--- config.mk ---
export PLATFORM = sky130hd
export DESIGN_NAME = mf2d_ram
export DESIGN_NICKNAME = d
export VERILOG_FILES = /design/src/hdl/mf2d_ram.sv
export SDC_FILE = /design/constraint.sdc
export NUM_CORES = 1
export LEC_CHECK = 0
export ABC_AREA = 1
export BUFFER_PORTS_ARGS = -buffer_cell sky130_fd_sc_hd__buf_2
export CORE_UTILIZATION = 60
export CTS_BUF_LIST = sky130_fd_sc_hd__clkbuf_8
export DETAILED_ROUTE_END_ITERATION = 12
export PLACE_DENSITY = 0.84
export SYNTH_ARGS = -nofsm -noshare
export SYNTH_HDL_FRONTEND = slang
export SYNTH_SLANG_ARGS = --single-unit
--- constraint.sdc ---
create_clock -name clk -period 1.3 [get_ports clk]
set_clock_uncertainty 0.1 [all_clocks]
set_input_delay 0.195 -clock clk [delete_from_list [all_inputs] [get_ports clk]]
set_output_delay 0.195 -clock clk [all_outputs]
set_load 0.02 [all_outputs]
--- src/hdl/mf2d_ram.sv ---
module mf2d_ram #(
    parameter int WIDTH = 8,
    parameter int DEPTH = 16
) (
    input  logic                     clk,
    input  logic                     we,
    input  logic [$clog2(DEPTH)-1:0] waddr,
    input  logic [WIDTH-1:0]         wdata,
    input  logic                     re,
    input  logic [$clog2(DEPTH)-1:0] raddr,
    output logic [WIDTH-1:0]         rdata
);

    logic [WIDTH-1:0] mem [DEPTH];

    always_ff @(posedge clk)
    begin
        if (we)
        begin
            mem[waddr] <= wdata;
        end
        if (re)
        begin
            rdata <= mem[raddr];
        end
    end

endmodule

==> flow_summary.json <==
{
  "htree_levels": 4,
  "final_hold_viol_count": 0,
  "ys_seq_area_frac": 0.698,
  "gr-usage-all-layers": 0.269,
  "grt_pass1_vias": 3665,
  "cp_cell_sequence": "buf_6",
  "coreArea_um2": 9330,
  "max_freq_ghz": 0.772,
  "cts_tree": "yes",
  "clk_pin_slew_ps": 80,
  "final_area_um2": 6670,
  "cpPeakStageDelay_ps": 430,
  "nNetsFinal": 615,
  "dpl.hpwl_mm": 7.76,
  "via_per_inst": 5.30,
  "yosysWarnings": 0,
  "pin_count": 27,
  "drv_cap": 0,
  "firstDrtPassIters": 5,
  "drt_iter0_drc": 333,
  "grt_max_degree": 43,
  "synth.ff_latch_count": 136,
  "die_area_um2": 10100,
  "diodes": 0,
  "p_comb_frac": 0.073,
  "p_clk_frac": 0.380,
  "drt-total-wl_mm": 12.5,
  "layout_commonest_cell": "nand2_1",
  "outcome": "finished, final reports clean",
  "relSlewSlack": 0.592,
  "grt_overflow": 0,
  "rsz0062_at_grt": "yes",
  "tightest_slew_ps": 611,
  "power_mw": 9.06,
  "hold_path.class": "in -> reg",
  "clock-sinks": 136,
  "p_int_mw": 7.00,
  "fin_crit_sh": 0.996,
  "ir_worst_vdd_mv": 0.953,
  "seqPwrFrac": 0.548,
  "row_count": 35,
  "critical_path.max_fanout": 1,
  "final.min_clock_period_ps": 1290,
  "grt_pass1_wl_mm": 19.5,
  "numCtsBuffers": 17,
  "clk_path_buf_depth": 2,
  "die_w_um": 101,
  "clock_latency_ps": 420,
  "avgSynthCellArea_um2": 10.6,
  "vias": 3914,
  "post-cts-setup-buffers": 0,
  "cts-root-buf": "clkbuf_8",
  "crit_required_ps": 1000,
  "die-height_um": 101,
  "setup_tns_ps": 0,
  "finalSetupViolCount": 0,
  "syn-instance-count": 551,
  "p_sw_frac": 0.227,
  "p_sw_mw": 2.06,
  "cp_slowest_cell": "edfxtp_1",
  "layout_common_cells": "nand2_1, edfxtp_1, inv_1, nand3_1, buf_2",
  "start_kind": "flip-flop",
  "leakage_nw": 2.89,
  "drc": 0,
  "area_growth_pct": 14.0,
  "synth_fp_nets": 570,
  "slew_violations": 0,
  "drive_gt1_frac": 0.148,
  "crit_arrival_ps": 1000,
  "antenna_found_initial": 0,
  "critPathCaptureType": "output port",
  "power_density_nw_per_um2": 1360,
  "ys_types": 11,
  "postPlaceCellArea_um2": 6200,
  "critPathTopFamily": "flip-flops",
  "synth_area_um2": 5850,
  "start_util": 0.627,
  "crit_type": "reg -> out",
  "routedWlPerCell_um": 16.9,
  "portBuffers": 26,
  "ant_nets": 0,
  "cp_num_buf_inv": 1,
  "gp_congestion": 0.843
}
## sequential cells by signal, indices dropped and copies added (netlist names)
register,flops
mem,128
rdata,8
## logic make-up (layout without fill, tap and decap cells)
group	after synthesis	in the layout	synth area share
DFF	136	136	0.698
buffers and inverters	126	184	0.0939
and+or+nand+nor	289	289	0.208
## stage by stage
stage	hold slack (ps)	worst slack, ps	cells	util
finish	20.9	5.32	738	0.715
global route	4.16	-28.9	738	0.715
CTS	1.18	-19.1	738	0.708
detailed placement	456	-227	706	0.665
global placement	445	-176	706	0.665
floorplan	194	54.2	551	-
## routing by layer
metal / global-route usage / up-vias / wire (um)
li1: - / 1872 / -
met1: 0.367 / 1843 / 5020
met2: 0.432 / 181 / 6260
met3: 0.0589 / 18 / 970
met4: 0.0959 / 0 / 225
met5: 0 / - / 0
## power groups by stage
| stage | registers, mW | logic (mW) | clock network [mW] |
|---|---|---|---|
| 3_3_place_gp | 5.05 | 0.604 | 0 |
| 5_1_grt | 4.97 | 0.721 | 3.65 |
| 2_1_floorplan | 5.08 | 0.346 | 0 |
| 6_report | 4.96 | 0.657 | 3.44 |
| 4_1_cts | 4.96 | 0.636 | 3.47 |
| 3_5_place_dp | 5.06 | 0.624 | 0 |
## timing repair
| item | in CTS | in global routing |
|---|---|---|
| setup endpoints to repair | 2 | 9 |
| resized for setup | 4 | 13 |
| hold buffers | 0 | 0 |
## path summary, 6_finish.rpt
| path | slack, ps | cells after the start | start | end |
|---|---|---|---|---|
| max | 5 | 1 | rdata[5] | rdata[5] |
| min | 20 | 1 | re | rdata[3] |
| max reg2reg | 20 | 6 | mem[6][2] | rdata[2] |
| min reg2reg | 660 | 6 | mem[10][6] | rdata[6] |
## area by class of cell
| type | count | area [um^2] |
|---|---|---|
| tap | 129 | 161 |
| timing repair buffer | 50 | 379 |
| sequential | 136 | 4080 |
| fill | 649 | 2660 |
| multi-input combinational | 289 | 1270 |
| clock buffer | 17 | 234 |
| clock inverter | 15 | 159 |
| inverter | 102 | 383 |
## cell usage after synthesis
library cell	instances	area, um^2
nand3_1	97	485
inv_2	2	7.51
nor2_1	17	63.8
edfxtp_1	136	4080
buf_4	4	30.0
buf_6	6	67.6
nand2_1	173	649
inv_1	100	375
nand3b_1	2	15.0
buf_1	1	3.75
buf_2	13	65.1
No activity file was read; power rests on OpenSTA's default activity.
