<file path="src/hdl/mf2d_pkg.sv">
package mf2d_pkg;

    localparam int PIX_W  = 8;
    localparam int ROW_W  = 11;
    localparam int COL_W  = 11;
    localparam int CFG_W  = 12;
    localparam int IDX_W  = 2;
    localparam int TDATA_OUT_W = 32;

    localparam logic [IDX_W-1:0] REG_RADIUS = 2'd0;
    localparam logic [IDX_W-1:0] REG_WIDTH  = 2'd1;
    localparam logic [IDX_W-1:0] REG_HEIGHT = 2'd2;

    typedef struct packed {
        logic [ROW_W-1:0] row;
        logic [COL_W-1:0] col;
        logic             last;
    } mf2d_meta_t;

    // rank of the median in a (2r+1)^2 window
    function automatic int median_rank(input int r);
        int n;
        begin
            n = 2 * r + 1;
            median_rank = (n * n) >> 1;
        end
    endfunction

endpackage

</file>
<file path="src/hdl/mf2d_median.sv">
module mf2d_median #(
    parameter int NW   = 9,
    parameter int CNTW = 4
) (
    input  logic                      clk,
    input  logic                      rst_n,
    input  logic                      en,
    input  logic                      in_valid,
    input  logic [NW*8-1:0]           in_vals,
    input  logic [NW-1:0]             in_mask,
    input  logic [CNTW-1:0]           in_k,
    input  mf2d_pkg::mf2d_meta_t      in_meta,
    output logic                      out_valid,
    output logic [7:0]                out_pixel,
    output mf2d_pkg::mf2d_meta_t      out_meta
);
    import mf2d_pkg::*;

    // radix select, one bit per stage from the MSB down
    logic [NW*8-1:0] v [0:8];
    logic [NW-1:0]   m [0:8];
    logic [CNTW-1:0] k [0:8];
    logic [7:0]      p [0:8];
    logic            vl [0:8];
    mf2d_meta_t      mt [0:8];

    assign v[0]  = in_vals;
    assign m[0]  = in_mask;
    assign k[0]  = in_k;
    assign p[0]  = '0;
    assign vl[0] = in_valid;
    assign mt[0] = in_meta;

    for (genvar g = 0; g < 8; g++)
    begin : g_stage
        localparam int B = 7 - g;
        logic [NW-1:0]   bits;
        logic [CNTW-1:0] cnt0;
        logic [NW*8-1:0] v_reg;
        logic [NW-1:0]   m_reg;
        logic [CNTW-1:0] k_reg;
        logic [7:0]      p_reg;
        logic            vl_reg;
        mf2d_meta_t      mt_reg;

        always_comb
        begin
            cnt0 = '0;
            for (int i = 0; i < NW; i++)
            begin
                bits[i] = v[g][i*8+B];
                cnt0 = cnt0 + CNTW'(m[g][i] & ~v[g][i*8+B]);
            end
        end

        always_ff @(posedge clk or negedge rst_n)
        begin
            if (!rst_n)
            begin
                vl_reg <= 1'b0;
            end
            else if (en)
            begin
                vl_reg <= vl[g];
            end
        end

        always_ff @(posedge clk)
        begin
            if (en)
            begin
                v_reg  <= v[g];
                mt_reg <= mt[g];
                if (k[g] < cnt0)
                begin
                    m_reg <= m[g] & ~bits;
                    k_reg <= k[g];
                    p_reg <= p[g];
                end
                else
                begin
                    m_reg    <= m[g] & bits;
                    k_reg    <= k[g] - cnt0;
                    p_reg    <= p[g] | (8'd1 << B);
                end
            end
        end

        assign v[g+1]  = v_reg;
        assign m[g+1]  = m_reg;
        assign k[g+1]  = k_reg;
        assign p[g+1]  = p_reg;
        assign vl[g+1] = vl_reg;
        assign mt[g+1] = mt_reg;
    end

    assign out_valid = vl[8];
    assign out_pixel = p[8];
    assign out_meta  = mt[8];

endmodule

</file>
<file path="config.mk">
export PLATFORM = sky130hd
export DESIGN_NAME = mf2d_median
export DESIGN_NICKNAME = d
export VERILOG_FILES = /design/src/hdl/mf2d_pkg.sv /design/src/hdl/mf2d_median.sv
export SDC_FILE = /design/constraint.sdc
export NUM_CORES = 1
export LEC_CHECK = 0
export BUFFER_PORTS_ARGS = -buffer_cell sky130_fd_sc_hd__buf_2
export CAP_MARGIN = 10
export CORE_MARGIN = 2
export CORE_UTILIZATION = 60
export CTS_CLUSTER_DIAMETER = 150
export DETAILED_ROUTE_END_ITERATION = 8
export GPL_TIMING_DRIVEN = 0
export PLACE_DENSITY = 0.79
export SLEW_MARGIN = 25
export SYNTH_ARGS = -nofsm -noshare
export SYNTH_HDL_FRONTEND = slang
export SYNTH_SLANG_ARGS = --single-unit
</file>
<file path="constraint.sdc">
create_clock -name clk -period 6 [get_ports clk]
set_input_delay 0.3 -clock clk [delete_from_list [all_inputs] [get_ports clk]]
set_output_delay 0.3 -clock clk [all_outputs]
set_load 0.02 [all_outputs]
</file>
==> flow_summary.toml, run 1 <==
[critical_path]
worstPathArrival_ps = 5360
critical_path_class = "reg2reg"
startpoint_type = "flop"
cp_max_fo = 10
cp-end-kind = "flop"
path_cells = "nor2b_1, fa_1, inv_1, fa_1, inv_1, fa_1, fa_1, inv_1, fa_1, fa_1, a21o_1, a21oi_4, buf_6, mux2_2"
reg2reg_slack_ps = 960
slowest_stage = "fa_1"
required_ps = 6320
cp_common_cell = "fa_1"
max_stage_delay_ps = 530

[placed_design]
place_ws_ps = 944.6
hpwl_um = 17840
placed_area_mm2 = 0.02279
dpl.cell_count = 1686
io_buffers = 143
routabilityCongestion = 0.8091

[power_and_ir_drop]
p_comb_share_pct = 22.8
p_seq_share_pct = 47.1
swShare_pct = 26.53
max-vdd-ir-drop_uv = 434.4
clock_power_share_pct = 30.1
power.switching_w = 0.002961
p_per_area_mw_per_mm2 = 439.2
p_int_w = 0.008199
p_leak_nw = 9.538

[clock_network]
clock_latency_ps = 580
cts_tree = "yes"
cts_hold_buf = 88
cts_sinks = 571
post_cts_buffers = 0
cts_resized = 0
clk_pin_slew_ps = 60
cts.path.max_buffers = 3
cts_inserted_buffers = 53
cts_max_level = 2
cts-root-buf = "clkbuf_16"

[final_layout]
final_cell_area_mm2 = 0.02541
layout.cells.non_filler = 1872
syn_to_final_growth_pct = 19.03
utilization_pct = 71.96
fillCellCount = 2004
fin_nets = 1574
drive_gt1_share_pct = 17.94
largest_register_ffs = 252

[die]
core.rowCount = 69
io_pins = 144
core_area_mm2 = 0.03531
die_w_um = 192.6
die_area_mm2 = 0.03710
die_y_um = 192.6
initial_core_util_pct = 60.45

[timing]
worstMarginPinSlew_ps = 740.3
finalSetupTns_ps = 0
hold_viol_final = 0
fmax_ghz = 0.1984
fin_ws_ps = 960.6
period_share_pct = 83.99
fin_crit_ps = 5039
rsz0062_at_grt = "false"
slew_headroom_pct = 50.65
skew_ps = 11.51
finalMaxSlewViolations = 0
finalSetupViolCount = 0

[route]
drtIter0Drc = 521
drt_first_pass_iters = 4
drt-total-wl_um = 31770
avgViaCountPerCell = 5.004
drc = 0
final_antenna_net_count = 0
dr_total_vias = 9368
wl_per_cell_um = 16.97

[global_routing]
use_met1_pct = 19.54
grt.total_usage_pct = 17.52
grt_max_degree = 107
antenna_found_initial = 1
grt_busiest_layer = "met2"
met2_usage_pct = 32.31
grt.overflow.total = 0
use_met3_pct = 2.710
grt_pass1_vias = 9803
grt_pass1_wl_um = 48990

[synthesis]
synth_area_mm2 = 0.02135
synth_edf_count = 563
ys_seq_area_share_pct = 80.14
yosysUniqueCellTypes = 22
synth-seq-cells = 571
async_flop_share_pct = 1.401
ys.flop_type = "edfxtp_1"
postSynthCellCount = 1077
yosysWarnings = 0
synth_nets = 1283
syn_area_per_cell_um2 = 19.82

[status]
status = "finished, final reports clean"

[worst_hold_path]
hold_path.class = "in2reg"

[flow_run]
cap_viol_max_count = 0
-- final timing paths --
kind	from	cells past startpoint	endpoint
setup / recovery	g_stage[3].m_reg[0]$_DFFE_PP_	14	g_stage[4].k_reg[1]$_DFFE_PP_
hold / removal	in_mask[6]	2	g_stage[0].m_reg[6]$_DFFE_PP_
setup reg to reg	g_stage[3].m_reg[0]$_DFFE_PP_	14	g_stage[4].k_reg[1]$_DFFE_PP_
hold reg to reg	g_stage[1].v_reg[41]$_DFFE_PP_	0	g_stage[2].v_reg[41]$_DFFE_PP_
max in group asynchronous	rst_n	2	g_stage[5].vl_reg$_DFFE_PN0P_
min in group asynchronous	rst_n	2	out_valid$_DFFE_PN0P_
-- layer usage --
layer  vias up  share of wire [%]
met4         0                4.6
met2       197                 55
met5         -                  0
met3        85                3.4
li1       4485                  -
met1      4601                 37
-- cells by family after synthesis --
kind of cell	count (synthesis)	synth area share, %
AO/OA/AOI/OAI	48	1.671
XOR/XNOR	85	3.488
adder cells (fa/ha/maj)	94	7.163
buffers and inverters	77	1.635
flip-flops	571	80.14
multiplexers	20	1.026
AND/OR/NAND/NOR	182	4.877
-- power groups by stage --
| stage | Sequential [W] | Combinational, W | Clock [W] |
|---|---|---|---|
| 3_3_place_gp | 0.00536 | 0.00232 | 0 |
| 6_report | 0.00525 | 0.00255 | 0.00336 |
| 4_1_cts | 0.00525 | 0.00257 | 0.00338 |
| 5_1_grt | 0.00530 | 0.00288 | 0.00357 |
| 3_5_place_dp | 0.00533 | 0.00248 | 0 |
| 2_1_floorplan | 0.00527 | 0.00188 | 0 |
-- metrics by stage --
stage | hold slack [ps] | power (W)
after floorplan | 4.409 | 0.007158
after global placement | 138.3 | 0.007682
after detailed placement | 151.3 | 0.007814
after CTS | 0.4839 | 0.01120
after global routing | 9.370 | 0.01175
final | 15.32 | 0.01116
-- cells in the mapped netlist, types with 8 or more instances --
cell type  instances  area (um^2)
ha_1              47        588.1
inv_1             69        259.0
a21oi_1            8        40.04
fa_1              47        940.9
o21ai_0           18        90.09
and2_1            63        394.1
nor2b_1           52        325.3
nand2b_1          28        175.2
nor2_1            16        60.06
mux2_2            15        168.9
edfxtp_1         563        16910
nand2_1           23        86.33
dfrtp_1            8        200.2
xor2_1            71        621.9
xnor2_1           14        122.6
a21o_1            14        105.1
-- critical path, delay by kind of cell (launching register included) --
| kind | cells | cell delay (ps) |
|---|---|---|
| AO/OA/AOI/OAI | 2 | 540 |
| flip-flops | 1 | 410 |
| multiplexers | 1 | 330 |
| AND/OR/NAND/NOR | 1 | 170 |
| buffers and inverters | 4 | 400 |
| adder cells (fa/ha/maj) | 6 | 2930 |
-- cell usage in the layout (no fill, tap or decap), types with 10 or more instances in the layout --
cell,n
a21o_1,14
and2_1,63
buf_2,142
clkbuf_1,10
clkbuf_16,53
clkinv_1,12
dlygate4sd3_1,88
edfxtp_1,563
fa_1,47
ha_1,47
inv_1,69
mux2_2,15
nand2_1,23
nand2b_1,28
nor2_1,16
nor2b_1,52
o21ai_0,18
xnor2_1,14
xor2_1,71
-- cell type report --
type	count	area, um^2	share of cell area (%)
diodes	1	2.502	0.009849
clock buffers	62	1360	5.353
multi-input cells	429	3890	15.31
well taps	461	576.8	2.270
flip-flops and latches	571	17110	67.33
clock inverters	35	379.1	1.492
inverters	69	259.0	1.019
repair buffers	236	1744	6.865
plain buffers	8	90.09	0.3546
Note: power is estimated with default switching activity, not from simulation.
==> run 2: changes to the inputs <==
==> constraint.sdc (replaced) <==
create_clock -name clk -period 5.1 [get_ports clk]
set_input_delay 0.255 -clock clk [delete_from_list [all_inputs] [get_ports clk]]
set_output_delay 0.255 -clock clk [all_outputs]
set_load 0.02 [all_outputs]
==> flow_summary.toml, run 2 (synthesized netlist as in run 1, its figures left out) <==
[timing]
finalMaxSlewViolations = 0
finalSetupViolCount = 0
worstMarginPinSlew_ps = 747.1
hold_viol_final = 0
fin_crit_ps = 4915
rsz0062_at_grt = "false"
fin_hold_ws_ps = 76.88
period_share_pct = 96.38
skew_ps = 9.401
slew_headroom_pct = 50.19
fmax_ghz = 0.2034

[route]
final_antenna_net_count = 0
wl_met3_um = 1169
dr_total_vias = 9498
drc = 0
met1_length_um = 11990
dr_wl_met2_um = 17760
wl_per_cell_um = 17.08
drt_first_pass_iters = 4
drt-total-wl_um = 32430
drtIter0Drc = 540
top_layer_used = "met4"
avgViaCountPerCell = 5.002

[critical_path]
required_ps = 5420
startpoint_type = "flop"
reg2reg_slack_ps = 180
max_stage_delay_ps = 530
path_cells = "nor2b_1, fa_1, inv_1, fa_1, inv_1, fa_1, fa_1, inv_1, fa_1, fa_1, a21o_1, a21oi_4, buf_6, mux2_2"
reg2reg_depth = 14
worstPathArrival_ps = 5240
slowest_stage = "fa_1"
cp-end-kind = "flop"
cp_max_fo = 10
cp_common_cell = "fa_1"
critical_path_class = "reg2reg"

[clock_network]
cts_max_level = 2
clock_latency_ps = 580
cts_tree = "yes"
clk_pin_slew_ps = 70
cts.path.max_buffers = 3
cts_sinks = 571
cts-root-buf = "clkbuf_16"
cts_inserted_buffers = 53

[die]
die_y_um = 192.6
die_area_mm2 = 0.03710
io_pins = 144
core.rowCount = 69
die_w_um = 192.6
initial_core_util_pct = 60.45
core_area_mm2 = 0.03531

[power_and_ir_drop]
p_per_area_mw_per_mm2 = 518.1
p_comb_share_pct = 23.7
max-vdd-ir-drop_uv = 519.7
swShare_pct = 26.54
p_seq_share_pct = 46.5
clock_power_share_pct = 29.8
power.switching_w = 0.003525
p_int_w = 0.009756
p_leak_nw = 9.658

[final_layout]
drive_gt1_share_pct = 18.59
syn_to_final_growth_pct = 20.10
final_common_cell = "edfxtp_1"
layout.cells.non_filler = 1899
fin_nets = 1600
largest_register_ffs = 252
final_cell_mix = "563 x edfxtp_1, 142 x buf_2, 100 x dlygate4sd3_1"

[placed_design]
io_buffers = 143
routabilityCongestion = 0.8091
dpl.cell_count = 1686
hpwl_um = 17840

[global_routing]
grt.total_usage_pct = 17.79
grt_pass1_wl_um = 49670
antenna_found_initial = 2
grt_pass1_vias = 9945
grt.overflow.total = 0
grt_max_degree = 107

[worst_hold_path]
hold_path.class = "in2async"

[status]
status = "finished, final reports clean"

[flow_run]
cap_viol_max_count = 0
## run 2: changes by cell type in the layout (fill, tap and decap cells not counted)
cell / previous run / this run
diode_2: 1 / 2
buf_4: 0 / 14
dlygate4sd3_1: 88 / 100
## run 2: final cells by class
type	instances	area (um^2)
sequential	571	17110
clock inverter	35	379.1
timing repair buffer	262	1969
clock buffer	62	1360
tap	461	576.8
buffer	8	90.09
antenna	2	5.005
fill	1963	9674
inverter	69	259.0
multi-input combinational	429	3890
## run 2: path summary, 6_finish.rpt
path / start / endpoint
max in group asynchronous: rst_n / g_stage[5].vl_reg$_DFFE_PN0P_
min in group clk: in_k[1] / g_stage[0].k_reg[1]$_DFFE_PP_
max: g_stage[3].m_reg[0]$_DFFE_PP_ / g_stage[4].k_reg[1]$_DFFE_PP_
max reg2reg: g_stage[3].m_reg[0]$_DFFE_PP_ / g_stage[4].k_reg[1]$_DFFE_PP_
min: rst_n / out_valid$_DFFE_PN0P_
min reg2reg: g_stage[2].mt_reg[14]$_DFFE_PP_ / g_stage[3].mt_reg[14]$_DFFE_PP_
## run 2: stage by stage
stage | power, W | setup WS [ps] | util, % | area [um^2] | TNS, ps
finish | 0.01328 | 184.6 | 72.60 | 25640 | 0
global route | 0.01398 | 33.41 | 72.60 | 25640 | 0
CTS | 0.01319 | 31.30 | 72.29 | 25530 | 0
detailed placement | 0.009193 | 44.60 | 64.53 | 22790 | 0
global placement | 0.009038 | -4355 | 64.11 | 22640 | -2324080
floorplan | 0.008421 | 336.6 | - | 21350 | 0
## run 2: critical path: cells and delay by family (launching register included)
| family | cells | cell delay, ps |
|---|---|---|
| AND/OR/NAND/NOR | 1 | 170 |
| multiplexers | 1 | 330 |
| AO/OA/AOI/OAI | 2 | 440 |
| flip-flops | 1 | 410 |
| adder cells (fa/ha/maj) | 6 | 2940 |
| buffers and inverters | 4 | 380 |
## run 2: repair_timing
action,in CTS,in global routing
endpoints found under the setup margin,0,15
setup buffers,0,14
gates resized for setup,0,0
hold buffers,100,0
endpoints found under the hold margin,107,0
## run 2: layer usage
layer / vias up / track usage [%]
met5: - / 0
met4: 0 / 9.278
met3: 88 / 2.873
met2: 206 / 32.84
met1: 4658 / 19.72
li1: 4546 / -
## run 2: power groups by stage
stage               registers (W)  clock network [W]  logic, W
global placement          0.00631                  0   0.00273
floorplan                 0.00620                  0   0.00222
CTS                       0.00618            0.00398   0.00303
finish                    0.00618            0.00395   0.00314
detailed placement        0.00627                  0   0.00292
global route              0.00624            0.00420   0.00354
